`src/hw/rtl/rpm_pkg.sv`:
```
// Shared types and constants of the ray parity point-in-mesh block.
// No dependencies; imported by every module of the block.
`timescale 1ns / 1ps
package rpm_pkg;

	localparam int unsigned COORD_W   = 32;
	localparam int unsigned DIFF_W    = COORD_W + 1;   // vertex differences
	localparam int unsigned CNT_W     = 17;
	localparam int unsigned MAX_TRIANGLES = 65536;
	localparam int unsigned COUNT_CAP = (MAX_TRIANGLES < 131071) ? MAX_TRIANGLES : 131071;
	localparam int unsigned IN_W      = 9 * COORD_W;
	localparam int unsigned OUT_W     = 40;            // 1 + 17 + 17 padded to bytes
	localparam int unsigned CFG_IDX_W = 2;

	localparam logic [CFG_IDX_W-1:0] REG_POINT_X = 2'd0;
	localparam logic [CFG_IDX_W-1:0] REG_POINT_Y = 2'd1;
	localparam logic [CFG_IDX_W-1:0] REG_POINT_Z = 2'd2;

	typedef logic signed [DIFF_W-1:0] diff_t;

	// u = v1 - v0, v = v2 - v0, w = p - v0
	typedef struct packed {
		diff_t ux, uy, uz;
		diff_t vx, vy, vz;
		diff_t wx, wy, wz;
		logic  last;
	} tri_t;

	typedef enum logic [1:0] {
		ST_IDLE,
		ST_RUN,
		ST_DONE
	} back_state_t;

endpackage

```
`src/hw/rtl/rpm_queue.sv`:
```
// Two-entry queue of prepared triangles between front and back end.
// Depends on rpm_pkg.
`timescale 1ns / 1ps
module rpm_queue (
	input  logic          clk,
	input  logic          arst_n,
	input  logic          push,
	input  rpm_pkg::tri_t push_data,
	output logic          full,
	input  logic          pop,
	output logic          nonempty,
	output rpm_pkg::tri_t pop_data
);
	import rpm_pkg::*;

	tri_t       mem_q [2];
	logic       wr_q, rd_q;
	logic [1:0] cnt_q;

	assign full     = (cnt_q == 2'd2);
	assign nonempty = (cnt_q != 2'd0);
	assign pop_data = mem_q[rd_q];

	always_ff @(posedge clk) begin
		if (push) mem_q[wr_q] <= push_data;
	end

	always_ff @(posedge clk or negedge arst_n) begin
		if (!arst_n) begin
			wr_q  <= 1'b0;
			rd_q  <= 1'b0;
			cnt_q <= 2'd0;
		end else begin
			if (push) wr_q <= ~wr_q;
			if (pop)  rd_q <= ~rd_q;
			case ({push, pop})
				2'b10:   cnt_q <= cnt_q + 2'd1;
				2'b01:   cnt_q <= cnt_q - 2'd1;
				default: ;
			endcase
		end
	end

endmodule

```
`config.mk`:
```
export PLATFORM = sky130hd
export DESIGN_NAME = rpm_queue
export DESIGN_NICKNAME = d
export VERILOG_FILES = /design/src/hw/rtl/rpm_pkg.sv /design/src/hw/rtl/rpm_queue.sv
export SDC_FILE = /design/constraint.sdc
export NUM_CORES = 1
export LEC_CHECK = 0
export BUFFER_PORTS_ARGS = -buffer_cell sky130_fd_sc_hd__buf_2
export CORE_AREA = 2 2 257 259
export DETAILED_ROUTE_END_ITERATION = 8
export DIE_AREA = 0 0 259 261
export HOLD_SLACK_MARGIN = 0.08
export PLACE_DENSITY = 0.69
export SLEW_MARGIN = 20
export SYNTH_ARGS = -nofsm -noshare
export SYNTH_HDL_FRONTEND = slang
export SYNTH_SLANG_ARGS = --single-unit
```
`constraint.sdc`:
```
create_clock -name clk -period 19.41 [get_ports clk]
set_clock_uncertainty 0.15 [all_clocks]
set_input_delay 0.9705 -clock clk [delete_from_list [all_inputs] [get_ports clk]]
set_output_delay 0.9705 -clock clk [all_outputs]
set_load 0.01 [all_outputs]
```
; Word-level counts from Yosys, hierarchy flattened
; Memory sizes are Yosys's and may differ from the RTL's.
; Cells that the tools add are included.
[totals]
wordCells = 16
reg_bits = 4
ramBits = 596
output_inout_bits = 300
memories = 1
in_bits = 302
[mem_list]
columns = memory, words, word_bits, read_ports, rd_clocked_by_memory_dff, write_ports, line
row1 = mem_q, 2, 298, 1, 0, 1, rpm_queue.sv:16  ; tri_t mem_q [2];
[classes]
n_mux = 3
add_sub_neg = 2
reduce_logical = 2
eq_ne = 3
bitwise_logic = 2
[op_table]
columns = op, n
row1 = == test 2 bit (second input constant), 2
row2 = one-hot mux 2 bit (2 select lines), 1
row3 = nonzero test 2 bit, 2
row4 = adder 2 x 1 -> 2 bit (second input constant), 1
row5 = == test 2 x 1 -> 1 bit (second input constant), 1
row6 = 2-to-1 mux 1 bit, 2
row7 = NOT 1 bit, 2
row8 = subtractor 2 x 1 -> 2 bit (second input constant), 1

; Depth between registers and ports, before layout
[logic_depth]
depth_word = 2
ltp_mapped = 5

; Worst setup path after synthesis
; Ideal clock, no wire load.
[synth_path]
path_type = input to register
start = in push
end = mem mem_q[0][0] (netlist bit), enable pin
setup_slack_ps = 4789
stages = 2
required_ps = 18288
t_arrival_ps = 13499
cell_sequence = inv_1 > nor2_1
[synth_between]
elab_chain_len = 2
[synth_rtl]
columns = item, line
row1 = start: declaration, rpm_queue.sv:7  ; input logic push,
row2 = 2-to-1 mux 1 bit, rpm_queue.sv:25  ; if (push) mem_q[wr_q] <= push_data;
row3 = 2-to-1 mux 1 bit (implied by the code), rpm_queue.sv:25
row4 = end: declaration, rpm_queue.sv:16
; No other way between the ends.

==> load_flow_metrics.sql <==
INSERT INTO impl_metrics (metric_group, metric, value, unit) VALUES
('pwr', 'power.ir.vdd_worst', '0.1169', 'mV'),
('finish', 'final_net_count', '1887', ''),
('yosys', 'dominantRegCellSynth', 'sky130_fd_sc_hd__edfxtp_1', ''),
('place', 'place_worst_setup_slack', '14770', 'ps'),
('pwr', 'cell_internal_pwr', '2934', 'uW'),
('yosys', 'synth_async_sr_flop_share', '0.6667', '%'),
('die', 'fp.coreArea', '65040', 'um2'),
('global_route', 'grt_max_degree', '158', ''),
('setup_path', 'reg2regPathDepth', '3', ''),
('yosys', 'synth_xor_xnor_area_share', '0.1946', '%'),
('setup_path', 'setup.reg_to_reg.worst_slack', '16030', 'ps'),
('route', 'vias', '11240', ''),
('yosys', 'postSynthNetCount', '1246', ''),
('die', 'overall_die_width', '259', 'um'),
('setup_path', 'path_max_fanout', '56', ''),
('clock_tree', 'cts_setup_buffers', '0', ''),
('yosys', 'synth_area', '22500', 'um2'),
('clock_tree', 'clk-insertion-delay-late', '610', 'ps'),
('pwr', 'power.switching', '1187', 'uW'),
('clock_tree', 'tritoncts.num_buffers', '60', ''),
('clock_tree', 'tritoncts', 'built', ''),
('timing', 'max_slew.worst_pin.slew', '1163', 'ps'),
('clock_tree', 'cts_max_level', '2', ''),
('route', 'drt_pre_antenna_iters', '6', ''),
('pwr', 'combinational_group_share_of_total_power', '30.4', '%'),
('setup_path', 'timing.setup.critical_path_class', 'flop to output pin', ''),
('pwr', 'pwr-share-seq', '43.9', '%'),
('timing', 'worst_slack', '14160', 'ps'),
('global_route', 'grt_pass1_vias', '11690', ''),
('timing', 'finalSetupTns', '0', 'ps'),
('setup_path', 'r2r-start', 'wr_q$_DFFE_PN0P_', ''),
('pwr', 'power_per_cell_area', '146.0', 'nW/um2'),
('finish', 'final.fill_count', '5647', ''),
('yosys', 'synth_cells', '943', ''),
('die', 'initial_utilization', '34.59', '%'),
('hold_path', 'hold_class', 'flop to flop', ''),
('finish', 'post_route_cells_drive_above_1_share', '61.01', '%'),
('setup_path', 'critical_path.startpoint', 'rd_q$_DFFE_PN0P_', ''),
('yosys', 'syn_area_per_cell', '23.86', 'um2'),
('pwr', 'swShare', '28.80', '%'),
('yosys', 'synth_fa_ha_area_share', '0.05561', '%'),
('pwr', 'power.share.clock', '25.7', '%'),
('yosys', 'synth_top_cells_by_area', 'sky130_fd_sc_hd__edfxtp_1 80%, sky130_fd_sc_hd__mux2_4 13%, sky130_fd_sc_hd__mux2_2 4.9%', ''),
('clock_tree', 'clock_path_buffers', '3', ''),
('job', 'maxCapViolations', '0', ''),
('die', 'die_area', '67600', 'um2'),
('yosys', 'seq_area_frac_synth', '80.00', '%'),
('finish', 'synthToLayoutAreaGrowth', '25.44', '%'),
('yosys', 'number_of_enable_flip_flop_cells_after_synthesis', '596', ''),
('place', 'dp.final_hpwl', '33980', 'um'),
('setup_path', 'startpoint_type', 'flop', ''),
('outcome', 'status', 'complete, no violations', ''),
('setup_path', 'timing.critical_path.arrival', '4130', 'ps'),
('yosys', 'post_synth_and_or_nand_nor_area_fraction', '0.1168', '%'),
('clock_tree', 'cts.root.buffer_cell', 'sky130_fd_sc_hd__clkbuf_16', ''),
('route', 'totalWireLength', '48700', 'um'),
('place', 'buffer_ports.inserted', '601', ''),
('yosys', 'synth_top_area_share', '79.55', '%'),
('timing', 'post-route-period-util', '27.07', '%'),
('global_route', 'overflow', '0', ''),
('setup_path', 'crit_path_end', 'pop_data[127]', ''),
('route', 'detailed_route_wire_length_per_cell', '19.48', 'um'),
('clock_tree', 'clkTransAtPathRegs', '60', 'ps'),
('timing', 'max_freq', '190.3', 'MHz'),
('yosys', 'yosysUniqueCellTypes', '15', ''),
('die', 'rows', '94', ''),
('timing', 'timing_hold_violations_final', '0', ''),
('timing', 'rsz0062_at_grt', 'false', ''),
('yosys', 'mux_cell_area_share_after_synthesis', '18.25', '%'),
('pwr', 'total_leakage_power', '0.01103', 'uW'),
('yosys', 'synth-compound-area-share', '0', '%');
-- sequential cells by signal (all words and copies together) (netlist names) --
| name | cells |
|---|---|
| cnt_q | 2 |
| wr_q | 1 |
| rd_q | 1 |
| mem_q | 596 |
-- worst max-delay path, cell delays in order (launching register included) --
cell and delay (ps):
sky130_fd_sc_hd__dfrtp_4 1030, sky130_fd_sc_hd__buf_4 890, sky130_fd_sc_hd__buf_4 880, sky130_fd_sc_hd__mux2_4 350, sky130_fd_sc_hd__buf_2 150
-- final cells by class --
type                            instances  area, um2  share of cell area, %
Timing Repair Buffer                  612       3118                  11.05
Clock inverter                         37      237.7                 0.8424
Sequential cell                       600      18000                  63.79
Multi-Input combinational cell        309       4199                  14.88
Inverter                                1      3.754                0.01330
Antenna cell                            5      12.51                0.04434
Tap cell                              864       1081                  3.831
Clock buffer                           72       1568                  5.555
-- layer usage --
layer | up-vias | global-route usage, % | share of wire (%)
li1 | 5071 | - | -
met1 | 5595 | 14.78 | 37
met2 | 464 | 23.40 | 50
met3 | 99 | 5.652 | 9.9
met4 | 10 | 4.608 | 2.8
met5 | - | 0 | 0.12
-- worst min path at each step --
stage | end | slack, ps | cells after the start
global route | mem_q[0][285]$_DFFE_PP_ | 350 | 1
global placement | cnt_q[1]$_DFFE_PN0P_ | 310 | 1
floorplan | cnt_q[1]$_DFFE_PN0P_ | 300 | 1
CTS | cnt_q[1]$_DFFE_PN0P_ | 340 | 1
finish | cnt_q[1]$_DFFE_PN0P_ | 350 | 1
detailed placement | cnt_q[1]$_DFFE_PN0P_ | 320 | 1
-- placed cells by master, fill, tap and decap left out, types with 2 or more instances in the layout --
cell type,n
sky130_fd_sc_hd__buf_12,2
sky130_fd_sc_hd__buf_2,601
sky130_fd_sc_hd__buf_4,8
sky130_fd_sc_hd__bufinv_16,2
sky130_fd_sc_hd__clkbuf_1,11
sky130_fd_sc_hd__clkbuf_16,61
sky130_fd_sc_hd__clkinv_1,16
sky130_fd_sc_hd__clkinv_2,13
sky130_fd_sc_hd__clkinvlp_4,2
sky130_fd_sc_hd__dfrtp_1,3
sky130_fd_sc_hd__diode_2,5
sky130_fd_sc_hd__edfxtp_1,596
sky130_fd_sc_hd__inv_6,2
sky130_fd_sc_hd__mux2_2,98
sky130_fd_sc_hd__mux2_4,200
sky130_fd_sc_hd__xnor2_1,2
sky130_fd_sc_hd__xor2_1,3
-- cell families after synthesis --
group	count (synthesis)
xor gates and xnor gates	5
adders and majority gates	1
buffers and inverters	34
DFF	600
muxes	298
and+or+nand+nor	5
-- power by group through the flow --
| stage | registers (uW) | logic (uW) | clock network, uW |
|---|---|---|---|
| after global placement | 1830 | 1260 | 0 |
| after CTS | 1810 | 1280 | 1100 |
| after detailed placement | 1840 | 1270 | 0 |
| after floorplan | 1900 | 874 | 0 |
| after global routing | 1830 | 1340 | 1140 |
| final | 1810 | 1250 | 1060 |
-- timing repair --
item	4_1_cts	5_1_grt
endpoints found under the hold margin	4	0
hold buffers	1	0
gates resized for setup	0	0
-- stage by stage --
| step | area [um2] | hold slack [ps] | std cells | util, % | total power, uW |
|---|---|---|---|---|---|
| 5_1_grt | 28220 | 349.9 | 2499 | 43.39 | 4309 |
| 6_report | 28220 | 346.4 | 2500 | 43.39 | 4121 |
| 3_3_place_gp | 26390 | 313.6 | 2385 | 40.58 | 3084 |
| 2_1_floorplan | 22500 | 297.4 | 943 | - | 2771 |
| 3_5_place_dp | 26390 | 319.8 | 2385 | 40.58 | 3111 |
| 4_1_cts | 28210 | 338.9 | 2495 | 43.37 | 4186 |
Note: power is estimated with default switching activity, not from simulation.
