$ cat src/hw/rtl/rpm_pkg.sv
// Shared types and constants of the ray parity point-in-mesh block.
// No dependencies; imported by every module of the block.
`timescale 1ns / 1ps
package rpm_pkg;

	localparam int unsigned COORD_W   = 32;
	localparam int unsigned DIFF_W    = COORD_W + 1;   // vertex differences
	localparam int unsigned CNT_W     = 17;
	localparam int unsigned MAX_TRIANGLES = 65536;
	localparam int unsigned COUNT_CAP = (MAX_TRIANGLES < 131071) ? MAX_TRIANGLES : 131071;
	localparam int unsigned IN_W      = 9 * COORD_W;
	localparam int unsigned OUT_W     = 40;            // 1 + 17 + 17 padded to bytes
	localparam int unsigned CFG_IDX_W = 2;

	localparam logic [CFG_IDX_W-1:0] REG_POINT_X = 2'd0;
	localparam logic [CFG_IDX_W-1:0] REG_POINT_Y = 2'd1;
	localparam logic [CFG_IDX_W-1:0] REG_POINT_Z = 2'd2;

	typedef logic signed [DIFF_W-1:0] diff_t;

	// u = v1 - v0, v = v2 - v0, w = p - v0
	typedef struct packed {
		diff_t ux, uy, uz;
		diff_t vx, vy, vz;
		diff_t wx, wy, wz;
		logic  last;
	} tri_t;

	typedef enum logic [1:0] {
		ST_IDLE,
		ST_RUN,
		ST_DONE
	} back_state_t;

endpackage

$ cat src/hw/rtl/rpm_front.sv
// Front end: query point registers and edge / offset vectors of a triangle.
// Depends on rpm_pkg.
`timescale 1ns / 1ps
module rpm_front (
	input  logic                           clk,
	input  logic                           arst_n,
	input  logic                           cfg_valid,
	input  logic [rpm_pkg::CFG_IDX_W-1:0]  cfg_index,
	input  logic [rpm_pkg::COORD_W-1:0]    cfg_data,
	input  logic [rpm_pkg::IN_W-1:0]       tri_data,
	input  logic                           tri_last,
	output rpm_pkg::tri_t                  entry
);
	import rpm_pkg::*;

	logic signed [COORD_W-1:0] px_q, py_q, pz_q;
	logic signed [COORD_W-1:0] c [9];

	always_ff @(posedge clk or negedge arst_n) begin
		if (!arst_n) begin
			px_q <= '0;
			py_q <= '0;
			pz_q <= '0;
		end else if (cfg_valid) begin
			case (cfg_index)
				REG_POINT_X: px_q <= cfg_data;
				REG_POINT_Y: py_q <= cfg_data;
				REG_POINT_Z: pz_q <= cfg_data;
				default: ;
			endcase
		end
	end

	always_comb begin
		for (int i = 0; i < 9; i++) c[i] = tri_data[i*COORD_W +: COORD_W];
	end

	always_comb begin
		entry.ux   = DIFF_W'(c[3]) - DIFF_W'(c[0]);
		entry.uy   = DIFF_W'(c[4]) - DIFF_W'(c[1]);
		entry.uz   = DIFF_W'(c[5]) - DIFF_W'(c[2]);
		entry.vx   = DIFF_W'(c[6]) - DIFF_W'(c[0]);
		entry.vy   = DIFF_W'(c[7]) - DIFF_W'(c[1]);
		entry.vz   = DIFF_W'(c[8]) - DIFF_W'(c[2]);
		entry.wx   = DIFF_W'(px_q) - DIFF_W'(c[0]);
		entry.wy   = DIFF_W'(py_q) - DIFF_W'(c[1]);
		entry.wz   = DIFF_W'(pz_q) - DIFF_W'(c[2]);
		entry.last = tri_last;
	end

endmodule

$ cat config.mk
export PLATFORM = sky130hd
export DESIGN_NAME = rpm_front
export DESIGN_NICKNAME = d
export VERILOG_FILES = /design/src/hw/rtl/rpm_pkg.sv /design/src/hw/rtl/rpm_front.sv
export SDC_FILE = /design/constraint.sdc
export NUM_CORES = 1
export LEC_CHECK = 0
export ABC_AREA = 1
export BUFFER_PORTS_ARGS = -buffer_cell sky130_fd_sc_hd__buf_4
export CORE_AREA = 2 2 243 245
export CTS_CLUSTER_SIZE = 40
export DETAILED_ROUTE_END_ITERATION = 6
export DIE_AREA = 0 0 245 247
export PLACE_DENSITY = 0.83
export SLEW_MARGIN = 40
export SYNTH_ARGS = -nofsm -noshare
export SYNTH_HDL_FRONTEND = slang
export SYNTH_SLANG_ARGS = --single-unit
$ cat constraint.sdc
create_clock -name clk -period 1.8 [get_ports clk]
set_input_delay 0.27 -clock clk [delete_from_list [all_inputs] [get_ports clk]]
set_output_delay 0.27 -clock clk [all_outputs]
set_load 0.01 [all_outputs]
==> results of run 1 <==
## per-layer routing
layer,GRT overflow,track usage
met3,50,0.6985
met5,1,0.5564
met1,39,0.7875
met4,226,0.8477
met2,426,0.9756
## cells by family after synthesis
family          after synthesis  synth area share
simple gates               3053            0.4662
fa+ha+maj                   297            0.1460
xor+xnor                    135           0.04563
compound gates              300           0.05968
flops                        96           0.09271
buf+inv                    1297            0.1898
## cell usage after synthesis (9+ instances only)
| cell type | n | area [um2] |
|---|---|---|
| ha_1 | 288 | 3603 |
| or2_1 | 9 | 56.30 |
| dfrtp_1 | 96 | 2402 |
| fa_1 | 9 | 180.2 |
| o21ai_0 | 96 | 480.5 |
| a21oi_1 | 186 | 930.9 |
| clkbuf_1 | 18 | 67.56 |
| nand2_2 | 46 | 287.8 |
| nand4_1 | 36 | 225.2 |
| a21o_1 | 9 | 67.56 |
| and2_1 | 18 | 112.6 |
| o21bai_1 | 9 | 67.56 |
| xor2_1 | 117 | 1025 |
| nor2_1 | 374 | 1404 |
| nand2_1 | 2341 | 8787 |
| nor3_1 | 18 | 90.09 |
| inv_1 | 1272 | 4775 |
| nand3_1 | 199 | 996.0 |
| nand3_2 | 12 | 120.1 |
| xnor2_1 | 18 | 157.7 |
## metrics by stage
step | hold slack [ps] | setup TNS, ps | setup WS (ps) | instances | instance area, um2
2_1_floorplan | -25.59 | -1034 | -67.22 | 5178 | 26120
3_5_place_dp | 261.0 | -106160 | -645.5 | 7122 | 36060
3_3_place_gp | 261.3 | -101420 | -630.6 | 7122 | 36060
4_1_cts | 271.7 | -103980 | -794.2 | 7285 | 46290
## what timing repair did
action	4_1_cts
hold endpoints to repair	29
hold buffers	1
cloned	0
setup endpoints to repair	275
resized for setup	1941
pin swaps	682
buffers inserted	173
==> run_results.csv, run 1 <==
group,metric,value,unit
run_status,status,"aborted with a tool error",
run_status,lastStage,"global routing (5_1_grt)",
run_status,error_line,"[ERROR GRT-0232] Routing congestion too high. Check the congestion heatmap in the GUI.",
grt,globalRouteOverflowTotal,742,
logic_synthesis,yosys_warnings,0,
logic_synthesis,async_flop_share,1.000,
clocking,ctsLongestPathBuffers,2,
place,hpwl,103.4,mm
place,gp_congestion,1.042,
logic_synthesis,synthCells,5178,
logic_synthesis,synth_edf_count,0,
timing,crit_endpoint,"entry[13]",
floorplanning,die_y,247,um
clocking,cts_buffers,9,
clocking,cts_root_buf,"clkbuf_16",
logic_synthesis,ys_seq_area_frac,0.09271,
clocking,clkSinkCount,96,
place,port_buffers,621,
grt,grt_max_degree,65,
logic_synthesis,avgSynthCellArea,5.004,um2
logic_synthesis,syn_area,0.02591,mm2
logic_synthesis,ys_ff_latch,96,
floorplanning,start_util,0.4449,
floorplanning,die_w,245,um
grt,grt_usage,0.8221,
logic_synthesis,mappedNetlistNets,5801,
logic_synthesis,ys_types,22,
logic_synthesis,yosys_most_used_dff,"dfrtp_1",
timing,worst-ep-kind,"top-level output",
floorplanning,ios,624,
floorplanning,row_count,89,
clocking,h-tree-depth,3,
==> run 2, diff against run 1 <==
- CORE_AREA: 2 2 243 245 -> not set
- CORE_MARGIN: not set -> 1.5
- CORE_UTILIZATION: not set -> 40
- CTS_CLUSTER_SIZE: 40 -> not set
- DIE_AREA: 0 0 245 247 -> not set
- PLACE_DENSITY: 0.83 -> not set
- PLACE_DENSITY_LB_ADDON: not set -> 0.15
- clock period: 1.8 -> 2.34 ns (I/O delays scaled with it)
==> run 2 against run 1 <==
Effect of this change: the flow now finishes, with violations (design-rule violations, negative setup slack); synthesized area did not move; synthesized cell count did not move.
==> run_results.csv, run 2 <==
group,metric,value,unit
logic_synthesis,mappedNetlistNets,5801,
timing,period_minus_slack,2737,ps
pwr,p_int,11.23,mW
logic_synthesis,ys_types,22,
place,port_buffers,621,
setup_path,crit_slowest_cell,"a21oi_1",
pwr,p_switching,11.39,mW
pwr,p_clk_frac,0.070,
detailed_routing,wl_per_cell,18.25,um
finish,layout_common_cells,"1546 x nand2_1, 1092 x inv_1, 956 x buf_4",
timing,drv_slew,0,
detailed_routing,wl,132.7,mm
finish,top_regs,"px_q (32), py_q (32), pz_q (32)",
detailed_routing,avgViaCountPerCell,5.038,
timing,holdWs,320.8,ps
timing,worst_slew_pin_slew,645.6,ps
run_status,status,"finished with violations",
grt,grt_max_degree,65,
finish,drive_above_1_share,0.4724,
setup_path,crit_required,1990,ps
logic_synthesis,synth_edf_count,0,
setup_path,cp_data_arrival_time,2390,ps
clocking,h-tree-depth,3,
logic_synthesis,yosys_warnings,0,
logic_synthesis,synth_most_common_cell,"nand2_1",
finish,final_util,0.7378,
detailed_routing,remaining_drc_errors,2,
detailed_routing,ant_nets,0,
timing,setup_tns,-21570,ps
logic_synthesis,ys_ff_latch,96,
logic_synthesis,avgSynthCellArea,5.004,um2
grt,antenna_found_initial,8,
setup_path,crit_buf_inv,7,
finish,fin_area,0.04739,mm2
grt,grt_pass1_wl,178.1,mm
pwr,power_per_cell_area,477.5,mW/mm2
logic_synthesis,async_flop_share,1.000,
pwr,leakagePower,27.22,nW
setup_path,crit_path_max_incr_delay,300,ps
floorplanning,placeableCoreArea,0.06423,mm2
timing,worst_slack,-397.4,ps
timing,relSlewSlack,0.5696,
finish,final_common_cell,"nand2_1",
finish,fin_cells,7273,
timing,fmax,0.3653,GHz
clocking,cts_buffers,9,
logic_synthesis,synthCells,5178,
run_status,violations,"design-rule violations, negative setup slack",
floorplanning,row_count,93,
pwr,fin_total_pwr,22.63,mW
setup_path,crit_chain,"buf_4, clkinvlp_4, buf_4, ha_4, nand2_1, inv_1, a21oi_1, nand2_4, buf_4, buf_6, xor2_4, buf_6",
grt,grt_pass1_vias,33294,
place,gp_congestion,0.9810,
pwr,switching_share,0.5036,
logic_synthesis,post-synth-top-area-fraction,0.3391,
place,place_ws,-248.8,ps
logic_synthesis,ys_seq_area_frac,0.09271,
worst_hold_path,hold_path_class,"primary input to flop",
finish,n_fill_cell,5021,
detailed_routing,vias,36641,
grt,globalRouteOverflowTotal,0,
floorplanning,die_area,0.06631,mm2
timing,layout_worst_path_cycle_share,1.170,
place,placed_cell_area,0.03498,mm2
pwr,power_frac_seq,0.100,
clocking,cts_root_buf,"clkbuf_16",
logic_synthesis,synth_area_leaders,"nand2_1 34%, inv_1 18%, ha_1 14%, dfrtp_1 9.3%, nor2_1 5.4%",
place,hpwl,99.36,mm
logic_synthesis,yosys-top-cells-count,"2341 x nand2_1, 1272 x inv_1, 374 x nor2_1, 288 x ha_1, 199 x nand3_1",
floorplanning,ios,624,
setup_path,startpoint_type,"primary input",
finish,multiInputGateArea,0.02788,mm2
timing,hold_viol,0,
logic_synthesis,synth_top_cell_by_area,"nand2_1",
floorplanning,die_y,257.5,um
floorplanning,die_w,257.5,um
grt,grt_usage,0.3440,
clocking,cts.clk_slew.worst_paths,80,ps
clocking,cts_tree,"yes",
run,drv_cap,0,
timing,finalSetupViolations,184,
floorplanning,start_util,0.4034,
setup_path,cp_top_family,"buffers and inverters",
pwr,comb_power_share,0.830,
pwr,vdd_ir_drop_max,0.3793,mV
timing,rsz0062_at_grt,"yes",
clocking,ctsLongestPathBuffers,2,
finish,areaGrowthSynthToFinish,82.90,%
clocking,insertion_delay,370,ps
setup_path,cpMostUsedCell,"buf_4",
timing,fin_skew,0,ps
detailed_routing,drtIter0Drc,2461,
setup_path,crit_type,"primary input to output pin",
detailed_routing,drtPass1Iterations,7,
logic_synthesis,syn_area,0.02591,mm2
finish,seqCellArea,0.002419,mm2
setup_path,end_kind,"output pin",
clocking,clkSinkCount,96,
finish,fin_nets,7030,
setup_path,critPathMaxFanout,4,
place,dp.cells,7069,
logic_synthesis,yosys_most_used_dff,"dfrtp_1",
## run 2: worst paths after layout
kind,from,to,slack (ps),cells after the start
max in group asynchronous,arst_n,py_q[9],1130,3
min in group asynchronous,arst_n,px_q[29],560,2
worst max register to register,py_q[3],py_q[3],1470,3
worst min register to register,py_q[0],py_q[0],500,2
worst max-delay path,tri_data[38],entry[42],-400,12
worst min-delay path,cfg_data[5],pz_q[5],320,3
## run 2: cell type report
type                       instances  area share
clock inverter                     6    0.001558
sequential                        96     0.05103
inverter                        1272      0.1063
timing repair buffer            1243      0.2251
multi-input combinational       3785      0.5883
tap                              855     0.02257
clock buffer                      10    0.004832
antenna                            6   0.0003168
## run 2: worst min-delay path, cell delays in order
cell and delay [ps]:
buf_4 70, inv_1 70, o21ai_0 150
## run 2: what timing repair did
item | CTS | global route
endpoints found under the hold margin | 10 | 0
pin swaps | 259 | 724
buffers inserted | 70 | 136
hold buffers | 1 | 0
setup endpoints to repair | 216 | 230
gates resized for setup | 906 | 1593
## run 2: per-layer routing
layer / wire, um / track usage / share of wire
met3: 9309 / 0.05477 / 0.070
met5: 0 / 0 / 0
met1: 49360 / 0.3936 / 0.37
met4: 7902 / 0.1408 / 0.060
met2: 66140 / 0.6312 / 0.50
## run 2: power by group through the flow
stage | Sequential [mW] | Combinational, mW | Clock (mW)
after floorplan | 2.07 | 6.76 | 0
after global placement | 2.17 | 13.1 | 0
after detailed placement | 2.18 | 13.2 | 0
after CTS | 2.25 | 15.5 | 1.61
after global routing | 2.28 | 20.0 | 1.67
final | 2.26 | 18.8 | 1.58
## run 2: logic make-up after synthesis
| family | after synthesis | synth area share |
|---|---|---|
| flip-flops | 96 | 0.09271 |
| adder cells (fa/ha/maj) | 297 | 0.1460 |
| AO/OA/AOI/OAI | 300 | 0.05968 |
| AND/OR/NAND/NOR | 3053 | 0.4662 |
| XOR/XNOR | 135 | 0.04563 |
| buffers and inverters | 1297 | 0.1898 |
No activity file was read; power rests on OpenSTA's default activity.
==> run 3, diff against run 2 <==
--- a/config.mk
+++ b/config.mk
@@ -11,5 +11,5 @@
 export CORE_UTILIZATION = 40
 export DETAILED_ROUTE_END_ITERATION = 6
-export PLACE_DENSITY_LB_ADDON = 0.15
+export PLACE_DENSITY_LB_ADDON = 0.25
 export SLEW_MARGIN = 40
 export SYNTH_ARGS = -nofsm -noshare
==> constraint.sdc (replaced) <==
create_clock -name clk -period 2.34 [get_ports clk]
set_input_delay 0.351 -clock clk [delete_from_list [all_inputs] [get_ports clk]]
set_output_delay 0.351 -clock clk [all_outputs]
set_load 0.005 [all_outputs]
==> run 3 against run 2 <==
Effect of this change: the flow finishes with violations (negative setup slack); sequential power about the same; power shrank 2.8%; final cell count decreased by 0.14%; global-route usage up 0.73 points; die area unchanged; highest routed layer is now met5.
==> run_results.csv, run 3 (same netlist as run 2, synthesis figures left out) <==
group,metric,value,unit
timing,period_minus_slack,2708,ps
setup_path,r2r_start,"pz_q[6]",
setup_path,crit_type,"flop to output pin",
clocking,cts_tree,"yes",
setup_path,r2r_end,"pz_q[6]",
floorplanning,die_y,257.5,um
setup_path,crit_required,1990,ps
floorplanning,ios,624,
worst_hold_path,holdPathEnd,"pz_q[7]",
clocking,insertion_delay,360,ps
detailed_routing,drtIter0Drc,2592,
grt,grt_usage,0.3513,
timing,worst_slew_pin_slew,632.6,ps
timing,worst_slack,-367.9,ps
run_status,status,"finished with violations",
timing,drv_slew,0,
floorplanning,row_count,93,
clocking,cts_root_buf,"clkbuf_16",
timing,finalSetupViolations,208,
pwr,vdd_ir_drop_max,0.4035,mV
detailed_routing,remaining_drc_errors,0,
clocking,ctsLongestPathBuffers,2,
finish,fin_nets,7022,
setup_path,critPathMaxFanout,4,
grt,grt_pass1_vias,33164,
grt,grt_pass1_wl,181.6,mm
timing,fin_skew,0,ps
timing,hold_viol,0,
finish,drive_above_1_share,0.4702,
pwr,power_per_cell_area,467.7,mW/mm2
worst_hold_path,hp-start,"cfg_data[7]",
setup_path,worst_r2r_path_depth,3,
grt,grt_max_degree,65,
timing,rsz0062_at_grt,"yes",
worst_hold_path,hold_depth,3,
detailed_routing,ant_nets,0,
floorplanning,die_w,257.5,um
clocking,cts.clk_slew.worst_paths,80,ps
pwr,leakagePower,27.17,nW
clocking,h-tree-depth,3,
detailed_routing,avgViaCountPerCell,5.080,
grt,antenna_found_initial,5,
finish,fin_cells,7263,
clocking,clkSinkCount,96,
grt,globalRouteOverflowTotal,0,
setup_path,r2r_setup_slack,1460,ps
setup_path,startpoint_type,"flop",
place,gp_congestion,0.9884,
run,drv_cap,0,
place,hpwl,102.0,mm
floorplanning,start_util,0.4034,
detailed_routing,wl_per_cell,18.85,um
finish,final_common_cell,"nand2_1",
detailed_routing,vias,36898,
worst_hold_path,hold_path_class,"primary input to flop",
detailed_routing,drtPass1Iterations,6,
timing,layout_worst_path_cycle_share,1.157,
place,port_buffers,621,
timing,relSlewSlack,0.5783,
floorplanning,placeableCoreArea,0.06423,mm2
setup_path,end_kind,"output pin",
floorplanning,die_area,0.06631,mm2
timing,fmax,0.3693,GHz
clocking,cts_buffers,9,
setup_path,cp_data_arrival_time,2360,ps
pwr,fin_total_pwr,22.00,mW
finish,layout_common_cells,"1560 x nand2_1, 1093 x inv_1, 983 x buf_4",
finish,n_fill_cell,5115,
finish,areaGrowthSynthToFinish,81.56,%
detailed_routing,wl,136.9,mm
run_status,violations,"negative setup slack",
place,dp.cells,7077,
finish,top_regs,"px_q (32), py_q (32), pz_q (32)",
-- run 3: power by group --
part	total [mW]	leakage, nW	switching (mW)	internal [mW]
registers	2.27	1.18	0.338	1.93
logic	18.2	25.8	9.89	8.30
clock network	1.54	0.148	0.757	0.778
-- run 3: area by class of cell --
| type | instances | area (um2) | area share |
|---|---|---|---|
| Clock inverter | 6 | 57.56 | 0.001223 |
| Clock buffer | 10 | 239.0 | 0.005080 |
| Timing Repair Buffer | 1235 | 10420 | 0.2215 |
| Tap cell | 855 | 1070 | 0.02274 |
| Antenna cell | 4 | 10.01 | 0.0002128 |
| Inverter | 1272 | 5085 | 0.1081 |
| Multi-Input combinational cell | 3785 | 27740 | 0.5897 |
| Sequential cell | 96 | 2422 | 0.05149 |
-- run 3: worst max-delay path by stage --
| stage | slack (ps) | depth (start not counted) | to | start |
|---|---|---|---|---|
| 6_report | -370 | 9 | entry[42] | py_q[7] |
| 5_1_grt | -490 | 10 | entry[64] | py_q[14] |
| 4_1_cts | -380 | 15 | entry[87] | px_q[0] |
| 3_5_place_dp | -250 | 15 | entry[25] | tri_data[64] |
| 3_3_place_gp | -230 | 15 | entry[25] | tri_data[64] |
| 2_1_floorplan | 320 | 14 | entry[297] | tri_data[96] |
-- run 3: routing by layer --
metal	vias to the layer above	GRT usage	share of wire
li1	17718	-	-
met1	17089	0.4141	0.38
met2	1576	0.6331	0.49
met3	513	0.05388	0.072
met4	2	0.1392	0.064
met5	-	0	0.000095
-- run 3: per-stage QoR --
step	utilization	setup TNS [ps]	worst slack (ps)	area (um2)	hold WS, ps
CTS	0.6269	-18390	-384.5	40270	302.5
finish	0.7324	-28210	-367.9	47040	307.0
detailed placement	0.5445	-17900	-250.6	34970	375.1
global route	0.7324	-39510	-490.5	47040	348.6
global placement	0.5445	-15130	-228.9	34970	376.3
floorplan	-	0	324.7	25910	55.41
-- run 3: critical path: stages (launching register included) --
cell and delay, ps:
dfrtp_1 430, ha_4 280, nand2_1 170, inv_1 110
a21oi_2 250, nand2_4 150, buf_4 170, buf_6 110
xor2_2 170, buf_4 150
-- run 3: timing repair --
action,CTS,global route
setup buffers,69,116
hold buffers,1,0
setup endpoints to repair,214,239
hold endpoints to repair,33,0
cloned,0,0
gates resized for setup,916,1537
pin swaps,254,668
